**config.mk**
```make
export PLATFORM = sky130hd
export DESIGN_NAME = heartbeat_frame_builder_core
export DESIGN_NICKNAME = d
export VERILOG_FILES = /design/src/sv/hfb_pkg.sv /design/src/sv/heartbeat_frame_builder_core.sv
export SDC_FILE = /design/constraint.sdc
export NUM_CORES = 1
export LEC_CHECK = 0
export ABC_AREA = 1
export BUFFER_PORTS_ARGS = -buffer_cell sky130_fd_sc_hd__buf_4
export CAP_MARGIN = 20
export CELL_PAD_IN_SITES_DETAIL_PLACEMENT = 1
export CELL_PAD_IN_SITES_GLOBAL_PLACEMENT = 2
export CORE_MARGIN = 4
export CORE_UTILIZATION = 30
export DETAILED_ROUTE_END_ITERATION = 10
export PLACE_DENSITY = 0.82
export SYNTH_ARGS = -nofsm -noshare
export SYNTH_HDL_FRONTEND = slang
export SYNTH_SLANG_ARGS = --single-unit
```
**constraint.sdc**
```tcl
create_clock -name clk -period 4.3 [get_ports clk]
set_clock_uncertainty 0.15 [all_clocks]
set_input_delay 0.43 -clock clk [delete_from_list [all_inputs] [get_ports clk]]
set_output_delay 0.43 -clock clk [all_outputs]
set_load 0.05 [all_outputs]
```
**src/sv/hfb_pkg.sv**
```systemverilog
// Shared types, constants and the CRC step for the heartbeat frame builder.
// Used by the core and by its port checker; depends on nothing else.
package hfb_pkg;

  typedef logic [7:0]  byte_t;
  typedef logic [15:0] crc_t;
  typedef logic [4:0]  pos_t;
  typedef logic [2:0]  cfg_idx_t;
  typedef logic [31:0] cfg_data_t;

  // Frame geometry.
  localparam int unsigned FRAME_BYTES = 21;
  localparam byte_t       PAYLOAD_LEN = 8'd9;
  localparam crc_t        CRC_INIT    = 16'hFFFF;

  // Byte positions within a frame.
  localparam pos_t POS_START   = 5'd0;
  localparam pos_t POS_LEN     = 5'd1;
  localparam pos_t POS_SEQ     = 5'd4;
  localparam pos_t POS_SYS     = 5'd5;
  localparam pos_t POS_COMP    = 5'd6;
  localparam pos_t POS_MODE0   = 5'd10;
  localparam pos_t POS_MODE1   = 5'd11;
  localparam pos_t POS_MODE2   = 5'd12;
  localparam pos_t POS_MODE3   = 5'd13;
  localparam pos_t POS_VEHICLE = 5'd14;
  localparam pos_t POS_AUTOPIL = 5'd15;
  localparam pos_t POS_STATE   = 5'd18;
  localparam pos_t POS_CRC_LO  = 5'd19;
  localparam pos_t POS_CRC_HI  = pos_t'(FRAME_BYTES - 1);

  // Configuration register indexes.
  localparam cfg_idx_t REG_START_MARKER   = 3'd0;
  localparam cfg_idx_t REG_CUSTOM_MODE    = 3'd1;
  localparam cfg_idx_t REG_VEHICLE_TYPE   = 3'd2;
  localparam cfg_idx_t REG_AUTOPILOT_TYPE = 3'd3;
  localparam cfg_idx_t REG_STATE_BYTE     = 3'd4;
  localparam cfg_idx_t REG_CRC_EXTRA      = 3'd5;

  // Register values after reset.
  localparam byte_t       RST_START_MARKER   = 8'd253;
  localparam logic [31:0] RST_CUSTOM_MODE    = 32'd0;
  localparam byte_t       RST_VEHICLE_TYPE   = 8'd18;
  localparam byte_t       RST_AUTOPILOT_TYPE = 8'd8;
  localparam byte_t       RST_STATE_BYTE     = 8'd3;
  localparam byte_t       RST_CRC_EXTRA      = 8'd50;

  // One byte of the X.25 CRC-16, least significant bit first.
  function automatic crc_t crc_fold(input crc_t crc, input byte_t b);
    byte_t t;
    t = b ^ crc[7:0];
    t = t ^ byte_t'(t << 4);
    return {8'h00, crc[15:8]} ^ {t, 8'h00} ^ {5'b00000, t, 3'b000} ^ {12'h000, t[7:4]};
  endfunction

endpackage

```
**src/sv/heartbeat_frame_builder_core.sv**
```systemverilog
// Heartbeat frame builder: turns each request into a 21-byte framed message.
// Depends on hfb_pkg for types, byte positions, register codes and the CRC step.
//
// Usage
//   Input channel (in_valid / in_stall) carries one request per transfer:
//   sequence number, system id and component id. Each request yields a
//   21-byte frame on the output channel (out_valid / out_stall), one byte per
//   transfer, with out_frame_end set on the final CRC high byte.
//   A request sits in a one-entry holding register until the serialiser is
//   free, so the next request can be taken while the current frame is sent.
//   A request passes through the holding register and the serialiser state
//   before its first byte is loaded into the output register.
//   The output register takes one byte per cycle while it is not stalled,
//   and the CRC register folds the length to state bytes in turn (the extra
//   byte with the state byte); frames follow each other with no gap.
//   Configuration writes (cfg_write, cfg_index, cfg_data) are registered
//   and should only be made while no frame is pending or in flight.
//   Reset (rst_n low, synchronous) restores the register defaults, empties the
//   holding register and drops out_valid.
//   While a presented byte is stalled it holds and the serialiser waits.
module heartbeat_frame_builder_core (
  input  logic               clk,
  input  logic               rst_n,
  input  logic               in_valid,
  output logic               in_stall,
  input  hfb_pkg::byte_t     in_sequence_number,
  input  hfb_pkg::byte_t     in_system_ident,
  input  hfb_pkg::byte_t     in_component_ident,
  output logic               out_valid,
  input  logic               out_stall,
  output hfb_pkg::byte_t     out_frame_byte,
  output logic               out_frame_end,
  input  logic               cfg_write,
  input  hfb_pkg::cfg_idx_t  cfg_index,
  input  hfb_pkg::cfg_data_t cfg_data
);
  import hfb_pkg::*;

  // Configuration registers.
  byte_t       start_marker_r;
  logic [31:0] custom_mode_r;
  byte_t       vehicle_type_r;
  byte_t       autopilot_type_r;
  byte_t       state_byte_r;
  byte_t       crc_extra_r;

  // Holding register for one request.
  logic        pend_valid_r;
  byte_t       pend_seq_r;
  byte_t       pend_sys_r;
  byte_t       pend_comp_r;

  // Serialiser state.
  logic        busy_r;
  pos_t        pos_r;
  crc_t        crc_r;
  byte_t       lat_seq_r;
  byte_t       lat_sys_r;
  byte_t       lat_comp_r;

  // Output register.
  logic        out_valid_r;
  byte_t       out_byte_r;
  logic        out_end_r;

  logic        in_xfer;
  logic        advance;
  logic        last_byte;
  logic        load;
  byte_t       byte_nxt;
  crc_t        crc_nxt;
  crc_t        crc_fold1;

  assign in_stall       = pend_valid_r;
  assign in_xfer        = in_valid && !pend_valid_r;
  assign out_valid      = out_valid_r;
  assign out_frame_byte = out_byte_r;
  assign out_frame_end  = out_end_r;

  // The serialiser moves on whenever the output register is free or drained.
  assign advance   = busy_r && (!out_valid_r || !out_stall);
  assign last_byte = (pos_r == POS_CRC_HI);
  assign load      = pend_valid_r && (!busy_r || (advance && last_byte));

  // Frame byte at the current position.
  always_comb begin
    unique case (pos_r)
      POS_START:   byte_nxt = start_marker_r;
      POS_LEN:     byte_nxt = PAYLOAD_LEN;
      POS_SEQ:     byte_nxt = lat_seq_r;
      POS_SYS:     byte_nxt = lat_sys_r;
      POS_COMP:    byte_nxt = lat_comp_r;
      POS_MODE0:   byte_nxt = custom_mode_r[7:0];
      POS_MODE1:   byte_nxt = custom_mode_r[15:8];
      POS_MODE2:   byte_nxt = custom_mode_r[23:16];
      POS_MODE3:   byte_nxt = custom_mode_r[31:24];
      POS_VEHICLE: byte_nxt = vehicle_type_r;
      POS_AUTOPIL: byte_nxt = autopilot_type_r;
      POS_STATE:   byte_nxt = state_byte_r;
      POS_CRC_LO:  byte_nxt = crc_r[7:0];
      POS_CRC_HI:  byte_nxt = crc_r[15:8];
      default:     byte_nxt = 8'h00;
    endcase
  end

  // CRC covers everything after the start byte up to the state byte, and the
  // extra byte is folded in straight after the state byte.
  always_comb begin
    crc_fold1 = crc_fold(crc_r, byte_nxt);
    if (pos_r == POS_START || pos_r == POS_CRC_LO || pos_r == POS_CRC_HI) begin
      crc_nxt = crc_r;
    end else if (pos_r == POS_STATE) begin
      crc_nxt = crc_fold(crc_fold1, crc_extra_r);
    end else begin
      crc_nxt = crc_fold1;
    end
  end

  // Configuration writes; indexes beyond the register list are ignored.
  always_ff @(posedge clk) begin
    if (!rst_n) begin
      start_marker_r   <= RST_START_MARKER;
      custom_mode_r    <= RST_CUSTOM_MODE;
      vehicle_type_r   <= RST_VEHICLE_TYPE;
      autopilot_type_r <= RST_AUTOPILOT_TYPE;
      state_byte_r     <= RST_STATE_BYTE;
      crc_extra_r      <= RST_CRC_EXTRA;
    end else if (cfg_write) begin
      unique case (cfg_index)
        REG_START_MARKER:   start_marker_r   <= cfg_data[7:0];
        REG_CUSTOM_MODE:    custom_mode_r    <= cfg_data;
        REG_VEHICLE_TYPE:   vehicle_type_r   <= cfg_data[7:0];
        REG_AUTOPILOT_TYPE: autopilot_type_r <= cfg_data[7:0];
        REG_STATE_BYTE:     state_byte_r     <= cfg_data[7:0];
        REG_CRC_EXTRA:      crc_extra_r      <= cfg_data[7:0];
        default: ;
      endcase
    end
  end

  // Holding register: filled by an input transfer, emptied by a frame load.
  always_ff @(posedge clk) begin
    if (!rst_n) begin
      pend_valid_r <= 1'b0;
    end else if (in_xfer) begin
      pend_valid_r <= 1'b1;
    end else if (load) begin
      pend_valid_r <= 1'b0;
    end
  end

  always_ff @(posedge clk) begin
    if (in_xfer) begin
      pend_seq_r  <= in_sequence_number;
      pend_sys_r  <= in_system_ident;
      pend_comp_r <= in_component_ident;
    end
  end

  // Serialiser control: position counter, CRC register and busy flag.
  always_ff @(posedge clk) begin
    if (!rst_n) begin
      busy_r <= 1'b0;
      pos_r  <= POS_START;
      crc_r  <= CRC_INIT;
    end else if (load) begin
      busy_r <= 1'b1;
      pos_r  <= POS_START;
      crc_r  <= CRC_INIT;
    end else if (advance) begin
      if (last_byte) begin
        busy_r <= 1'b0;
        pos_r  <= POS_START;
        crc_r  <= CRC_INIT;
      end else begin
        pos_r  <= pos_r + 5'd1;
        crc_r  <= crc_nxt;
      end
    end
  end

  // Request fields held for the whole frame.
  always_ff @(posedge clk) begin
    if (load) begin
      lat_seq_r  <= pend_seq_r;
      lat_sys_r  <= pend_sys_r;
      lat_comp_r <= pend_comp_r;
    end
  end

  // Output register.
  always_ff @(posedge clk) begin
    if (!rst_n) begin
      out_valid_r <= 1'b0;
    end else if (advance) begin
      out_valid_r <= 1'b1;
    end else if (!out_stall) begin
      out_valid_r <= 1'b0;
    end
  end

  always_ff @(posedge clk) begin
    if (advance) begin
      out_byte_r <= byte_nxt;
      out_end_r  <= last_byte;
    end
  end

endmodule

```
# Yosys cells after proc, flatten, opt, wreduce, memory -nomap -nowiden
# Cells that the tools add are included.
dict set report totals {
  ff_bits 153
  input_bits 64
  word_cells 89
}
dict set report op_classes {
  addsub 1
  n_eq_ne 20
  muxes 12
  n_bitwise 11
  n_reduce_logical 26
}
# operator n
set ops {}
lappend ops {{case mux 8 bit (14 select lines)} 1}
lappend ops {{two-way mux 16 bit} 3}
lappend ops {{bitwise XOR 16 x 11 -> 16 bit} 2}
lappend ops {{bitwise XOR 16 x 4 -> 16 bit} 2}
lappend ops {{bitwise XOR 8 x 16 -> 16 bit} 2}
lappend ops {{bitwise XOR 8 bit} 4}
lappend ops {{equality test 5 x 4 -> 1 bit, second input constant} 6}
lappend ops {{AND reduction 2 bit} 8}
lappend ops {{equality test 5 x 3 -> 1 bit, second input constant} 3}
lappend ops {{equality test 5 bit, second input constant} 3}
lappend ops {{two-way mux 1 bit} 7}
lappend ops {{equality test 3 x 2 -> 1 bit, second input constant} 2}
lappend ops {{equality test 3 bit, second input constant} 2}
lappend ops {{nonzero test 2 bit} 3}
lappend ops {{adder 5 x 1 -> 5 bit, second input constant} 1}
lappend ops {{equality test 5 x 1 -> 1 bit, second input constant} 1}
lappend ops {{logical NOT 5 bit} 1}
lappend ops {{two-way mux 5 bit} 1}
lappend ops {{logical AND 1 bit} 4}
lappend ops {{logical NOT 1 bit} 4}
lappend ops {{logical OR 1 bit} 4}
lappend ops {{equality test 3 x 1 -> 1 bit, second input constant} 1}
lappend ops {{logical NOT 3 bit} 1}
lappend ops {{!= test 2 x 1 -> 1 bit, second input constant} 1}
lappend ops {{other kinds (3)} 3}

# Depth between registers and ports, before layout
# Gate-level depths: netlist of the first run.
dict set report logic_depth {
  ltp_word 15
  ltp_mapped 25
}

# Worst setup path before layout of the first run
# OpenSTA, ideal clock, no wires.
dict set report synth_timing {
  path_type {register to register}
  startpoint {register out_valid_r, in the netlist out_valid}
  endpoint {register pend_valid_r, in the netlist in_stall}
  arrival_time_ns 3.022
  required_ns 4.018
  slack_ns 0.996
  path_stages_with_launch 10
  synth_period_minus_slack_ns 3.304
  cell_sequence {dfxtp_1 -> nand2_1 -> nand2_1 -> inv_1 -> a21oi_1 -> nor2_1 -> nor2_1 -> inv_1 -> clkbuf_1 -> a21oi_1}
}
dict set report synth_between {
  elab_chain_cells 7
}
# item line
set synth_lines {}
lappend synth_lines {{start: declaration} heartbeat_frame_builder_core.sv:62} ;# logic out_valid_r;
lappend synth_lines {{start signal: assignment} heartbeat_frame_builder_core.sv:194} ;# out_valid_r <= 1'b0;
lappend synth_lines {{start signal: assignment} heartbeat_frame_builder_core.sv:196} ;# out_valid_r <= 1'b1;
lappend synth_lines {{start signal: assignment} heartbeat_frame_builder_core.sv:198} ;# out_valid_r <= 1'b0;
lappend synth_lines {{logical NOT 1 bit} heartbeat_frame_builder_core.sv:81} ;# assign advance = busy_r && (!out_valid_r || !out_stall);
lappend synth_lines {{logical OR 1 bit} heartbeat_frame_builder_core.sv:81}
lappend synth_lines {{logical AND 1 bit} heartbeat_frame_builder_core.sv:81}
lappend synth_lines {{named net advance} heartbeat_frame_builder_core.sv:67} ;# logic advance;
lappend synth_lines {{logical AND 1 bit} heartbeat_frame_builder_core.sv:83} ;# assign load = pend_valid_r && (!busy_r || (advance && last_byte));
lappend synth_lines {{logical OR 1 bit} heartbeat_frame_builder_core.sv:83}
lappend synth_lines {{logical AND 1 bit} heartbeat_frame_builder_core.sv:83}
lappend synth_lines {{named net load} heartbeat_frame_builder_core.sv:69} ;# logic load;
lappend synth_lines {{nonzero test 2 bit (no line)} --}
lappend synth_lines {{end signal: assignment} heartbeat_frame_builder_core.sv:144} ;# pend_valid_r <= 1'b0;
lappend synth_lines {{end signal: assignment} heartbeat_frame_builder_core.sv:146} ;# pend_valid_r <= 1'b1;
lappend synth_lines {{end signal: assignment} heartbeat_frame_builder_core.sv:148} ;# pend_valid_r <= 1'b0;
lappend synth_lines {{end: declaration} heartbeat_frame_builder_core.sv:48} ;# logic pend_valid_r;
# The timed path passes the listed nets, and every way through them passes these cells.
# A chain may end at the register's enable or synchronous reset.

# Worst setup path after layout of the first run
dict set report layout_timing {
  startpoint {register pos_r[0]}
  endpoint {register crc_r[12]}
}
dict set report layout_between {
  elab_chain_cells 14
}
# item line
set layout_lines {}
lappend layout_lines {{start: declaration} heartbeat_frame_builder_core.sv:55} ;# pos_t pos_r;
lappend layout_lines {{start signal: assignment} heartbeat_frame_builder_core.sv:176} ;# pos_r <= pos_r + 5'd1;
lappend layout_lines {{equality test 5 bit, or another cell as far along} {heartbeat_frame_builder_core.sv:82, heartbeat_frame_builder_core.sv:87, heartbeat_frame_builder_core.sv:110}}
lappend layout_lines {{case mux 8 bit (14 select lines)} heartbeat_frame_builder_core.sv:87} ;# unique case (pos_r)
lappend layout_lines {{bitwise XOR 8 bit} hfb_pkg.sv:51} ;# t = b ^ crc[7:0];
lappend layout_lines {{bitwise XOR 8 bit} hfb_pkg.sv:52} ;# t = t ^ byte_t'(t << 4);
lappend layout_lines {{bitwise XOR 16 x 11 -> 16 bit} hfb_pkg.sv:53} ;# return {8'h00, crc[15:8]} ^ {t, 8'h00} ^ {5'b00000, t, 3'b000} ^ {12'h000, t[7:4]};
lappend layout_lines {{bitwise XOR 16 x 4 -> 16 bit} hfb_pkg.sv:53}
lappend layout_lines {{bitwise XOR 8 bit} hfb_pkg.sv:51}
lappend layout_lines {{bitwise XOR 8 bit} hfb_pkg.sv:52}
lappend layout_lines {{bitwise XOR 8 x 16 -> 16 bit} hfb_pkg.sv:53}
lappend layout_lines {{bitwise XOR 16 x 11 -> 16 bit} hfb_pkg.sv:53}
lappend layout_lines {{bitwise XOR 16 x 4 -> 16 bit} hfb_pkg.sv:53}
lappend layout_lines {{two-way mux 16 bit} heartbeat_frame_builder_core.sv:112} ;# end else if (pos_r == POS_STATE) begin
lappend layout_lines {{two-way mux 16 bit} heartbeat_frame_builder_core.sv:110} ;# if (pos_r == POS_START || pos_r == POS_CRC_LO || pos_r == POS_CRC_HI) begin
lappend layout_lines {{two-way mux 16 bit} heartbeat_frame_builder_core.sv:171} ;# if (last_byte) begin
lappend layout_lines {{end signal: assignment} heartbeat_frame_builder_core.sv:177} ;# crc_r <= crc_nxt;
lappend layout_lines {{end: declaration} heartbeat_frame_builder_core.sv:56} ;# crc_t crc_r;
# Several ways; a longest one is shown, not always the timed one. The select of a mux whose other input is x is not followed.

==> results by group, run 1 <==
STA
  – FMAX: roughly 290 MHz
  – Max_slew headroom: 35.92%
  – Final hold violation count: 0
  – Unrepaired setup endpoints after global routing: no
  – Final period util: approximately 81%
  – Final number of setup-violating endpoints: 0
  – Crit path time final: between 3 and 4 ns
  – Worst Max-Slew Pin Slew: just under 1 ns
  – Final Max Slew Viols: 0
  – Setup tns final: 0 ns

Die
  – Die area: 26600 sq um
  – Starting density of the core: a little under a third
  – Die W: roughly 160 um
  – IO Count: 75
  – Die Span Y: 163.1 um
  – CORE AREA: 23540 sq um
  – # rows: 56

Pwr
  – Leakage: 3.928 nW
  – PnR Total Power: about 3.7 mW
  – Maximum vdd ir drop: approximately 280 uV
  – Cell Pwr Density: 422.5 nW/um^2

Global routing
  – Largest net degree at the start of global routing: 44
  – First-pass GRT wire length: 38270 um
  – Grt total ovfl: 0
  – Initial antenna violation count: 0
  – Vias in the first global route: 6947
  – Global Route Usage Sum: between 10% and 20%

Clocking
  – CTS Buffer Depth: 2
  – Clock tree root buffer cell: clkbuf_16
  – CTS Buf Count: 17
  – Post-CTS Setup Bufs: 0
  – Clk_lat worst skew: between 0.4 and 0.5 ns
  – Clock-pin slew on the worst setup and hold paths: roughly 0.07 ns
  – Num Clock Sinks: about 150
  – CTS tree: done
  – Number of H-tree levels: 4

Worst setup path
  – Worst-path maximum fanout: 8
  – Setup crit end kind: flop
  – Setup Crit Path Kind: flop to flop
  – Critical path required time: 4.47 ns
  – Cells along the critical path: inv_1, ha_1, nand2_1, nor2_2, nand2_1, nand2_1, nor2_1, nand4_1, nand2_2, nand2_2, nand3_1, nand2_1, nand2_2, nand2_2, nand2_2, nand2_1, nand2_1, nand3_1, o21ai_1, nand2_1
  – Worst path max stage delay: approximately 0.43 ns
  – Critical path data arrival time: between 3 and 4 ns
  – Cell mode on critical path: nand2_1
  – Slowest cell on crit path: nor2_1
  – CP Launch Type: flop

Logic synthesis
  – Synth Area in Compound Gates: between 7 and 8%
  – Syn Inst Count: roughly 950
  – Post-synthesis xor/xnor area fraction: 1.092%
  – Seq/Total Area, Yosys: around half
  – Largest family of logic cells by synthesized area: simple AND/OR/NAND/NOR gates
  – Yosys reg bits: about 150
  – Post-synthesis simple-gate area fraction: roughly 34%
  – Mux cell area share after synthesis: 0%
  – Net Count, Synth: slightly above 1000
  – Mean Syn Cell Area: between 7 and 8 sq um
  – Post-synth cell types: 28
  – Number of synthesized flops with an enable pin: 57
  – Synth Cell Area: 7216 sq um
  – YS warnings: 0
  – Synth async-reset ratio: 0%
  – Main synth FF type: dfxtp_1
  – Adder-cell share of the synthesized area: less than 1%

Detailed routing
  – DRT Wirelength: around 24000 um
  – Router iterations before antenna repair: 5
  – Vias: between 6000 and 7000
  – Drt drc: 0
  – Post-DRT Antenna Nets: 0
  – Wire per inst: 17.87 um
  – DR iter-0 viols: 300
  – Vias/cell: ~4.8

Layout
  – Diode count: 0
  – Fin nets: about 1100
  – Share of cells above drive strength 1: between 10% and 20%
  – Synthesis-to-layout area growth: 21.21%
  – Post-layout util: between 30% and 40%

Worst hold path
  – Worst Hold Class: input pin to flop

Status
  – Status: finished clean

Placement
  – Post-DP HPWL: 18430 um
  – Number of port buffers: 74
  – Placer Congestion: ~0.84

Run
  – Max-cap violations: 0
logic make-up (layout without fill, tap and decap cells):
logic type / count (synthesis) / in the layout
and+or+nand+nor: 578 / 578
DFF: 153 / 153
AOI/OAI and AO/OA: 111 / 111
buffers and inverters: 98 / 189
xor gates and xnor gates: 9 / 9
adders and majority gates: 5 / 5
worst max-delay path, delay by kind of cell, from the launching register on:
kind	cells	cell delay, ns
simple gates	17	2.27
flops	1	0.41
fa+ha+maj	1	0.32
compound gates	1	0.13
buf+inv	1	0.10
cell type report:
class / count / area (sq um)
Clock inverter: 15 / 180.2
Sequential cell: 153 / 3633
Inverter: 73 / 274.0
Multi-Input combinational cell: 703 / 3201
Timing Repair Buffer: 84 / 633.1
Clock buffer: 17 / 425.4
Fill cell: 2907 / 14800
Tap cell: 319 / 399.1
metal layers:
metal  GRT usage (%)  share of wire (%)  wire, um  up-vias
met5               0                  0         0        -
met4           5.490                1.6       386        0
li1                -                  -         -     3274
met3           2.599                3.0       728       26
met1           24.10                 46     11110     3170
met2           33.19                 50     12150      107
power by group:
group	switching, mW	total [mW]	internal, mW
combinational	0.359	0.527	0.168
clock	0.679	1.56	0.882
sequential	0.0318	1.61	1.58
synth_stat cells (7+ instances only):
library cell / number / area share, %
o21ai_0: 70 / 4.9
clkbuf_1: 20 / 1.0
nand2_2: 17 / 1.5
nor2_2: 7 / 0.61
nor2_1: 152 / 7.9
dfxtp_1: 96 / 27
edfxtp_1: 57 / 24
nand4_1: 21 / 1.8
xor2_1: 9 / 1.1
a21oi_1: 30 / 2.1
nand3_1: 101 / 7.0
inv_1: 67 / 3.5
nand2_1: 268 / 14
cell usage in the layout, fill, tap and decap left out, drive strengths merged, types with 4 or more instances in the layout:
cell,n
a21oi,30
buf,83
clkbuf,17
clkinv,4
dfxtp,96
edfxtp,57
ha,5
inv,81
nand2,285
nand3,107
nand4,21
nor2,160
o211ai,4
o21ai,73
o22ai,4
xor2,9
sequential cells by signal (all words and copies together) (netlist names), 5 cells and up:
register and cells:
custom_mode_r 32, crc_r 16, autopilot_type_r 8, crc_extra_r 8, lat_comp_r 8, lat_seq_r 8
lat_sys_r 8, out_frame_byte 8, pend_comp_r 8, pend_seq_r 8, pend_sys_r 8, start_marker_r 8
state_byte_r 8, vehicle_type_r 8, pos_r 5
stage by stage:
stage | instance area, sq um | hold slack, ns | setup slack [ns] | instances
3_3_place_gp | 8130 | 0.2514 | 0.9057 | 1331
5_1_grt | 8746 | 0.0007571 | 0.4295 | 1364
4_1_cts | 8736 | 0.002199 | 0.8196 | 1363
2_1_floorplan | 7216 | 0.2503 | 0.9957 | 954
6_report | 8746 | 0.01589 | 0.8063 | 1364
3_5_place_dp | 8130 | 0.2556 | 0.8650 | 1331
final timing paths:
| path | startpoint | endpoint | slack, ns | cells past startpoint |
|---|---|---|---|---|
| worst max register to register | pos_r[0] | crc_r[12] | 0.81 | 20 |
| worst max-delay path | pos_r[0] | crc_r[12] | 0.81 | 20 |
| worst min-delay path | in_system_ident[3] | pend_sys_r[3] | 0.02 | 1 |
| worst min register to register | pend_comp_r[7] | lat_comp_r[7] | 0.27 | 0 |
what timing repair did:
item,4_1_cts,5_1_grt
gates resized for setup,0,0
hold endpoints to repair,0,1
hold buffers,0,1
Note: power is estimated with default switching activity, not from simulation.
==> run 2: changes to the inputs <==
Settings changed: ABC_AREA 1 to 0, PLACE_DENSITY 0.82 to 0.76.
Clock period 4.3 ns to 3.4 ns, I/O delays scaled along.
==> run 2 against run 1 <==
  * The flow now finishes with violations (negative setup slack)
  * Sequential share of layout area shrank 4.7 points
  * Utilization grew 6.3 points
  * Fmax grew 0.53%
  * Clock-buffer cell count is the same
  * Routed wire length shrank 4.7%
  * Global-route usage shrank 0.58 points
  * Area after synthesis shrank 3.0%
  * Final cell count shrank 11%
  * Sequential power grew 25%
  * Non-clock buffer count grew 122
  * Register-to-register slack lost 0.88 ns
  * Worst hold slack is essentially flat
  * Largest power group is now the clock network
==> results by group, run 2 <==
Logic synthesis
  – Count leader, synth: nand2_1
  – Synth async-reset ratio: 0%
  – Seq/Total Area, Yosys: between 50% and 60%
  – Yosys reg bits: roughly 150
  – Main synth FF type: dfxtp_1
  – Mean Syn Cell Area: just over 10 sq um
  – Net Count, Synth: 762
  – Number of synthesized flops with an enable pin: 57
  – Synth area leaders: dfxtp_1 (27%), edfxtp_1 (24%), nand2_1 (10%), a21boi_0 (6.2%), xnor3_1 (3.2%)
  – Share of the synthesized area in the top cell type: 27.46%
  – Commonest cells in the netlist: nand2_1 (192), dfxtp_1 (96), a21boi_0 (58)
  – Synth Cell Area: between 6000 and 7000 sq um
  – Post-synth cell types: 63
  – YS warnings: 0
  – Syn Inst Count: around 700
  – Post-synth top area cell: dfxtp_1

Layout
  – Largest regs: custom_mode_r (32), crc_r (16)
  – Post-layout util: 43.40%
  – Final non-filler cell total: about 1200
  – Diode count: 0
  – Commonest non-fill, non-tap cell in the layout: nand2_1
  – Filler cells: 2503
  – Share of cells above drive strength 1: 31.10%
  – Commonest non-fill, non-tap cells in the layout: nand2_1 (191), buf_4 (168), dfxtp_1 (92)
  – FF+latch area: 3646 sq um
  – Multi-input logic area: 3466 sq um
  – Fin nets: ~950
  – Most flops, register: custom_mode_r
  – Max reg flops: 32
  – Synthesis-to-layout area growth: 41.27%

Detailed routing
  – Router iterations before antenna repair: 5
  – Vias: between 5000 and 6000
  – DRT Wirelength: 23220 um
  – Vias/cell: approximately 5
  – Post-DRT Antenna Nets: 0
  – Drt drc: 0
  – Wire per inst: 19.19 um
  – DR iter-0 viols: 240

Global routing
  – Vias in the first global route: around 6500
  – Global Route Usage Sum: around 18%
  – Grt total ovfl: 0
  – Largest net degree at the start of global routing: between 70 and 80
  – First-pass GRT wire length: about 37000 um
  – Initial antenna violation count: 0

Clocking
  – Num Clock Sinks: ~150
  – CTS tree: done
  – Number of H-tree levels: 4
  – CTS Buffer Depth: 2
  – Clock-pin slew on the worst setup and hold paths: 0.07 ns
  – Clk_lat worst skew: between 0.4 and 0.5 ns
  – Clock tree root buffer cell: clkbuf_16
  – CTS Buf Count: 17

Worst hold path
  – Hold-critical path depth: 3
  – Min-delay src: cfg_data[19]
  – Worst Hold End: custom_mode_r[19]
  – Worst Hold Class: input pin to flop

Run
  – Max-cap violations: 0

STA
  – Setup tns final: -0.4479 ns
  – FMAX: roughly 290 MHz
  – Max_slew headroom: between 30% and 40%
  – Unrepaired setup endpoints after global routing: yes
  – Final Max Slew Viols: 0
  – Final period util: 102.2%
  – Worst Max-Slew Pin Slew: about 0.90 ns
  – Crit path time final: ~3.5 ns
  – Final number of setup-violating endpoints: 8
  – Final hold violation count: 0
  – Slack of the critical path: -0.07541 ns

Placement
  – Post-DP HPWL: about 17000 um
  – Post-Place Worst Slack: -0.4813 ns
  – Placer Congestion: ~0.88
  – Placed insts: between 1000 and 1500
  – Number of port buffers: 74

Pwr
  – Cell Pwr Density: a little over 500 nW/um^2
  – Leakage: just under 4 nW
  – PnR Total Power: between 5 and 6 mW
  – Maximum vdd ir drop: roughly 320 uV

Worst setup path
  – Reg-to-reg setup timing slack: -0.08 ns
  – Worst r2r src: pos_r[4]
  – RR Endpoint: crc_r[12]
  – Critical path data arrival time: around 3.6 ns
  – Setup crit end kind: flop
  – CP Launch Type: flop
  – Worst-path maximum fanout: 19
  – Setup Crit Path Kind: flop to flop
  – Worst Reg-to-Reg Cells: 13
  – Critical path required time: between 3 and 4 ns

Die
  – # rows: 55
  – Die W: roughly 160 um
  – Die area: ~26000 sq um
  – IO Count: 75
  – Starting density of the core: between 30% and 40%
  – CORE AREA: 22780 sq um
  – Die Span Y: 160.7 um

Status
  – Failing checks: negative setup slack
  – Status: finished with violations
==> run 2: repair_timing <==
| item | 4_1_cts | 5_1_grt |
|---|---|---|
| pin swaps | 19 | 23 |
| resized for setup | 25 | 38 |
| hold buffers | 26 | 0 |
| endpoints found under the setup margin | 16 | 15 |
| endpoints found under the hold margin | 26 | 0 |
| buffers inserted | 18 | 10 |
==> run 2: layer usage <==
layer	vias up	wire, um	track usage [%]
met2	125	11880	32.06
met5	-	0	0
met3	40	824	3.156
li1	2824	-	-
met4	0	705	7.135
met1	2899	9813	22.32
==> run 2: metrics by stage <==
step / cell area [sq um] / hold WS, ns
global placement: 8461 / 0.2554
CTS: 9653 / 0.0009645
detailed placement: 8488 / 0.2584
finish: 9886 / 0.01623
floorplan: 7074 / 0.2503
global route: 9886 / 0.01805
==> run 2: final cells by class <==
class,instances,share of cell area (%)
flip-flops and latches,153,36.88
multi-input cells,496,35.06
repair buffers,206,17.10
clock buffers,17,4.303
well taps,313,3.962
clock inverters,15,2.266
inverters,10,0.4303
==> run 2: kinds of logic (layout without fill, tap and decap cells) <==
| logic type | after synthesis | count (layout) | synth area share, % |
|---|---|---|---|
| adders and majority gates | 5 | 5 | 0.8940 |
| AOI/OAI and AO/OA | 138 | 138 | 14.38 |
| xor gates and xnor gates | 45 | 45 | 8.564 |
| DFF | 153 | 153 | 51.92 |
| muxes | 23 | 23 | 3.737 |
| buffers and inverters | 44 | 248 | 2.682 |
| and+or+nand+nor | 285 | 285 | 17.83 |
==> run 2: where the power goes <==
part	switching, mW	internal, mW	total (mW)
sequential	0.0422	1.98	2.02
combinational	0.441	0.509	0.950
clock	0.853	1.26	2.11
==> run 2: worst max-delay path by stage <==
stage,depth (start not counted),startpoint,to,slack (ns)
after floorplan,14,pos_r[3],crc_r[15],-0.24
after global placement,13,pos_r[0],crc_r[0],-0.53
after detailed placement,13,pos_r[1],crc_r[7],-0.48
after CTS,13,pos_r[1],crc_r[0],-0.07
after global routing,14,pos_r[1],crc_r[3],-0.22
final,13,pos_r[4],crc_r[12],-0.08
==> run 2: worst max-delay path, cell delays in order (launching register included) <==
cell,delay (ns)
dfxtp_1,0.36
buf_12,0.17
and2b_1,0.27
nand2_1,0.20
o211ai_1,0.24
a2111oi_4,0.31
buf_4,0.19
mux2i_4,0.23
buf_4,0.14
xnor3_2,0.28
buf_6,0.14
xnor3_2,0.28
nor2_2,0.05
o32a_1,0.33
==> run 3: changes to the inputs <==
Settings changed: BUFFER_PORTS_ARGS -buffer_cell sky130_fd_sc_hd__buf_4 to unset, DONT_BUFFER_PORTS set to 1, PLACE_DENSITY 0.76 to 0.72.
==> run 3 against run 2 <==
  * The flow still finishes with violations (negative setup slack)
  * Clock-buffer cell count is the same
  * Final cell count fell by 4.2%
  * Clock power about the same
  * Sequential cell count unchanged
  * Sequential power hardly changed
  * Total power down 0.89%
  * Sequential share of layout area increased by 0.90 points
  * Critical path type unchanged
  * Highest routed layer unchanged
==> results by group, run 3 (synthesis gave the netlist of run 2 again) <==
Worst setup path
  – Crit path from: pos_r[0]
  – Critical path required time: ~3.6 ns
  – Setup Crit Path Kind: flop to flop
  – RR Endpoint: crc_r[10]
  – Reg-to-reg setup timing slack: -0.06 ns
  – Worst r2r src: pos_r[0]
  – Worst-path maximum fanout: 6
  – Critical Path End: crc_r[10]
  – Setup crit end kind: flop
  – CP Launch Type: flop
  – Worst Reg-to-Reg Cells: 13
  – Critical path data arrival time: between 3 and 4 ns

Pwr
  – Clock power share: a little over two fifths
  – Sequential share of power: about 40%
  – Psw: between 1 and 1.5 mW
  – Maximum vdd ir drop: 384.4 uV
  – Power Internal: around 3.7 mW
  – Leakage: 3.636 nW
  – Cell Pwr Density: approximately 520 nW/um^2
  – Sw Share: about a quarter
  – Part of the power in combinational logic: between 10% and 20%

Die
  – # rows: 55
  – IO Count: 75
  – CORE AREA: between 20000 and 25000 sq um
  – Die W: ~160 um
  – Starting density of the core: a little under a third
  – Die Span Y: around 160 um
  – Die area: about 26000 sq um

Status
  – Failing checks: negative setup slack
  – Status: finished with violations

Detailed routing
  – Wire per inst: between 20 and 25 um
  – DR iter-0 viols: 280
  – Router iterations before antenna repair: 4
  – Drt drc: 0
  – DRT Wirelength: roughly 24000 um
  – Vias/cell: around 5
  – Vias: roughly 5600
  – Post-DRT Antenna Nets: 0

Clocking
  – CTS Buf Count: 17
  – CTS tree: done
  – CTS Buffer Depth: 2
  – Clk_lat worst skew: roughly 0.42 ns
  – Clock tree root buffer cell: clkbuf_16
  – Number of H-tree levels: 4
  – Num Clock Sinks: around 150
  – Clock-pin slew on the worst setup and hold paths: 0.07 ns

Global routing
  – Largest net degree at the start of global routing: 75
  – Grt total ovfl: 0
  – Global Route Usage Sum: 18.17%
  – First-pass GRT wire length: around 36000 um
  – Vias in the first global route: between 6000 and 7000
  – Initial antenna violation count: 0

STA
  – Worst Max-Slew Pin Slew: 0.8728 ns
  – Max_slew headroom: 41.37%
  – FMAX: roughly 290 MHz
  – Final period util: 101.9%
  – Slack of the critical path: -0.06451 ns
  – Hold WS: approximately 0.054 ns
  – Crit path time final: 3.465 ns
  – Unrepaired setup endpoints after global routing: yes
  – Final number of setup-violating endpoints: 3
  – Final hold violation count: 0
  – Final Max Slew Viols: 0

Run
  – Max-cap violations: 0

Placement
  – Placer Congestion: 0.8589
  – Post-DP HPWL: between 15000 and 20000 um
  – Number of port buffers: 0

Worst hold path
  – Worst Hold Class: input pin to flop

Layout
  – Synthesis-to-layout area growth: 37.90%
  – Post-layout util: about 42%
  – Commonest non-fill, non-tap cell in the layout: nand2_1
  – Max reg flops: 32
  – Largest regs: custom_mode_r (32), crc_r (16)
  – Fin nets: about 900
  – Share of cells above drive strength 1: 22.58%
  – Most flops, register: custom_mode_r
  – Commonest non-fill, non-tap cells in the layout: nand2_1 (192), dfxtp_1 (92), buf_4 (86)
  – Diode count: 0
run 3: power by group through the flow:
stage,combinational [mW],clock [mW],sequential [mW]
floorplan,0.436,0,2.07
global placement,0.638,0,2.09
detailed placement,0.660,0,2.09
CTS,0.808,2.16,2.05
global route,0.936,2.25,2.05
finish,0.874,2.12,2.05
run 3: cell type report:
type	count	area (sq um)
fill	2481	13130
sequential	153	3646
multi-input combinational	496	3532
timing repair buffer	155	1390
clock buffer	17	425.4
tap	313	391.6
clock inverter	15	227.7
inverter	10	37.54
run 3: how the worst min path moves through the flow:
stage | from | depth (start not counted) | endpoint | slack (ns)
2_1_floorplan | pend_comp_r[0] | 0 | lat_comp_r[0] | 0.25
6_report | rst_n | 2 | pos_r[3] | 0.05
5_1_grt | rst_n | 2 | pos_r[3] | 0.09
3_5_place_dp | pend_comp_r[4] | 0 | lat_comp_r[4] | 0.26
4_1_cts | rst_n | 2 | pos_r[3] | 0.04
3_3_place_gp | pend_sys_r[0] | 0 | lat_sys_r[0] | 0.26
run 3: through the flow:
stage                     setup slack [ns]  instance area [sq um]  power, mW  setup TNS [ns]  instances
after floorplan                    -0.2385                   7074      2.509          -1.045        693
after global placement             -0.3848                   7885      2.727          -3.933       1048
after detailed placement           -0.4114                   7913      2.751          -4.459       1049
after CTS                         -0.04349                   9490      5.023         -0.1408       1155
after global routing               -0.2546                   9651      5.243          -1.946       1159
final                             -0.06451                   9651      5.042        -0.09557       1159
run 3: metal layers:
layer	track usage, %	wire (um)	up-vias
met5	0	0	-
met4	6.475	617	0
met3	3.182	628	33
met2	31.89	12010	101
met1	22.46	10260	2792
li1	-	-	2714
run 3: what timing repair did:
item,CTS,global route
gates resized for setup,38,23
setup endpoints to repair,16,15
hold endpoints to repair,99,0
pin swaps,22,28
hold buffers,60,0
setup buffers,15,6
run 3: critical path, stage by stage (launching register included):
cell and delay (ns):
dfxtp_4 0.36, ha_4 0.16, and3_4 0.18, ha_4 0.16, buf_6 0.13, a222oi_1 0.49, nand3_4 0.15, a211oi_4 0.28
mux2i_2 0.27, xnor3_2 0.30, buf_6 0.14, xnor3_1 0.26, xnor3_1 0.23, a21oi_1 0.14
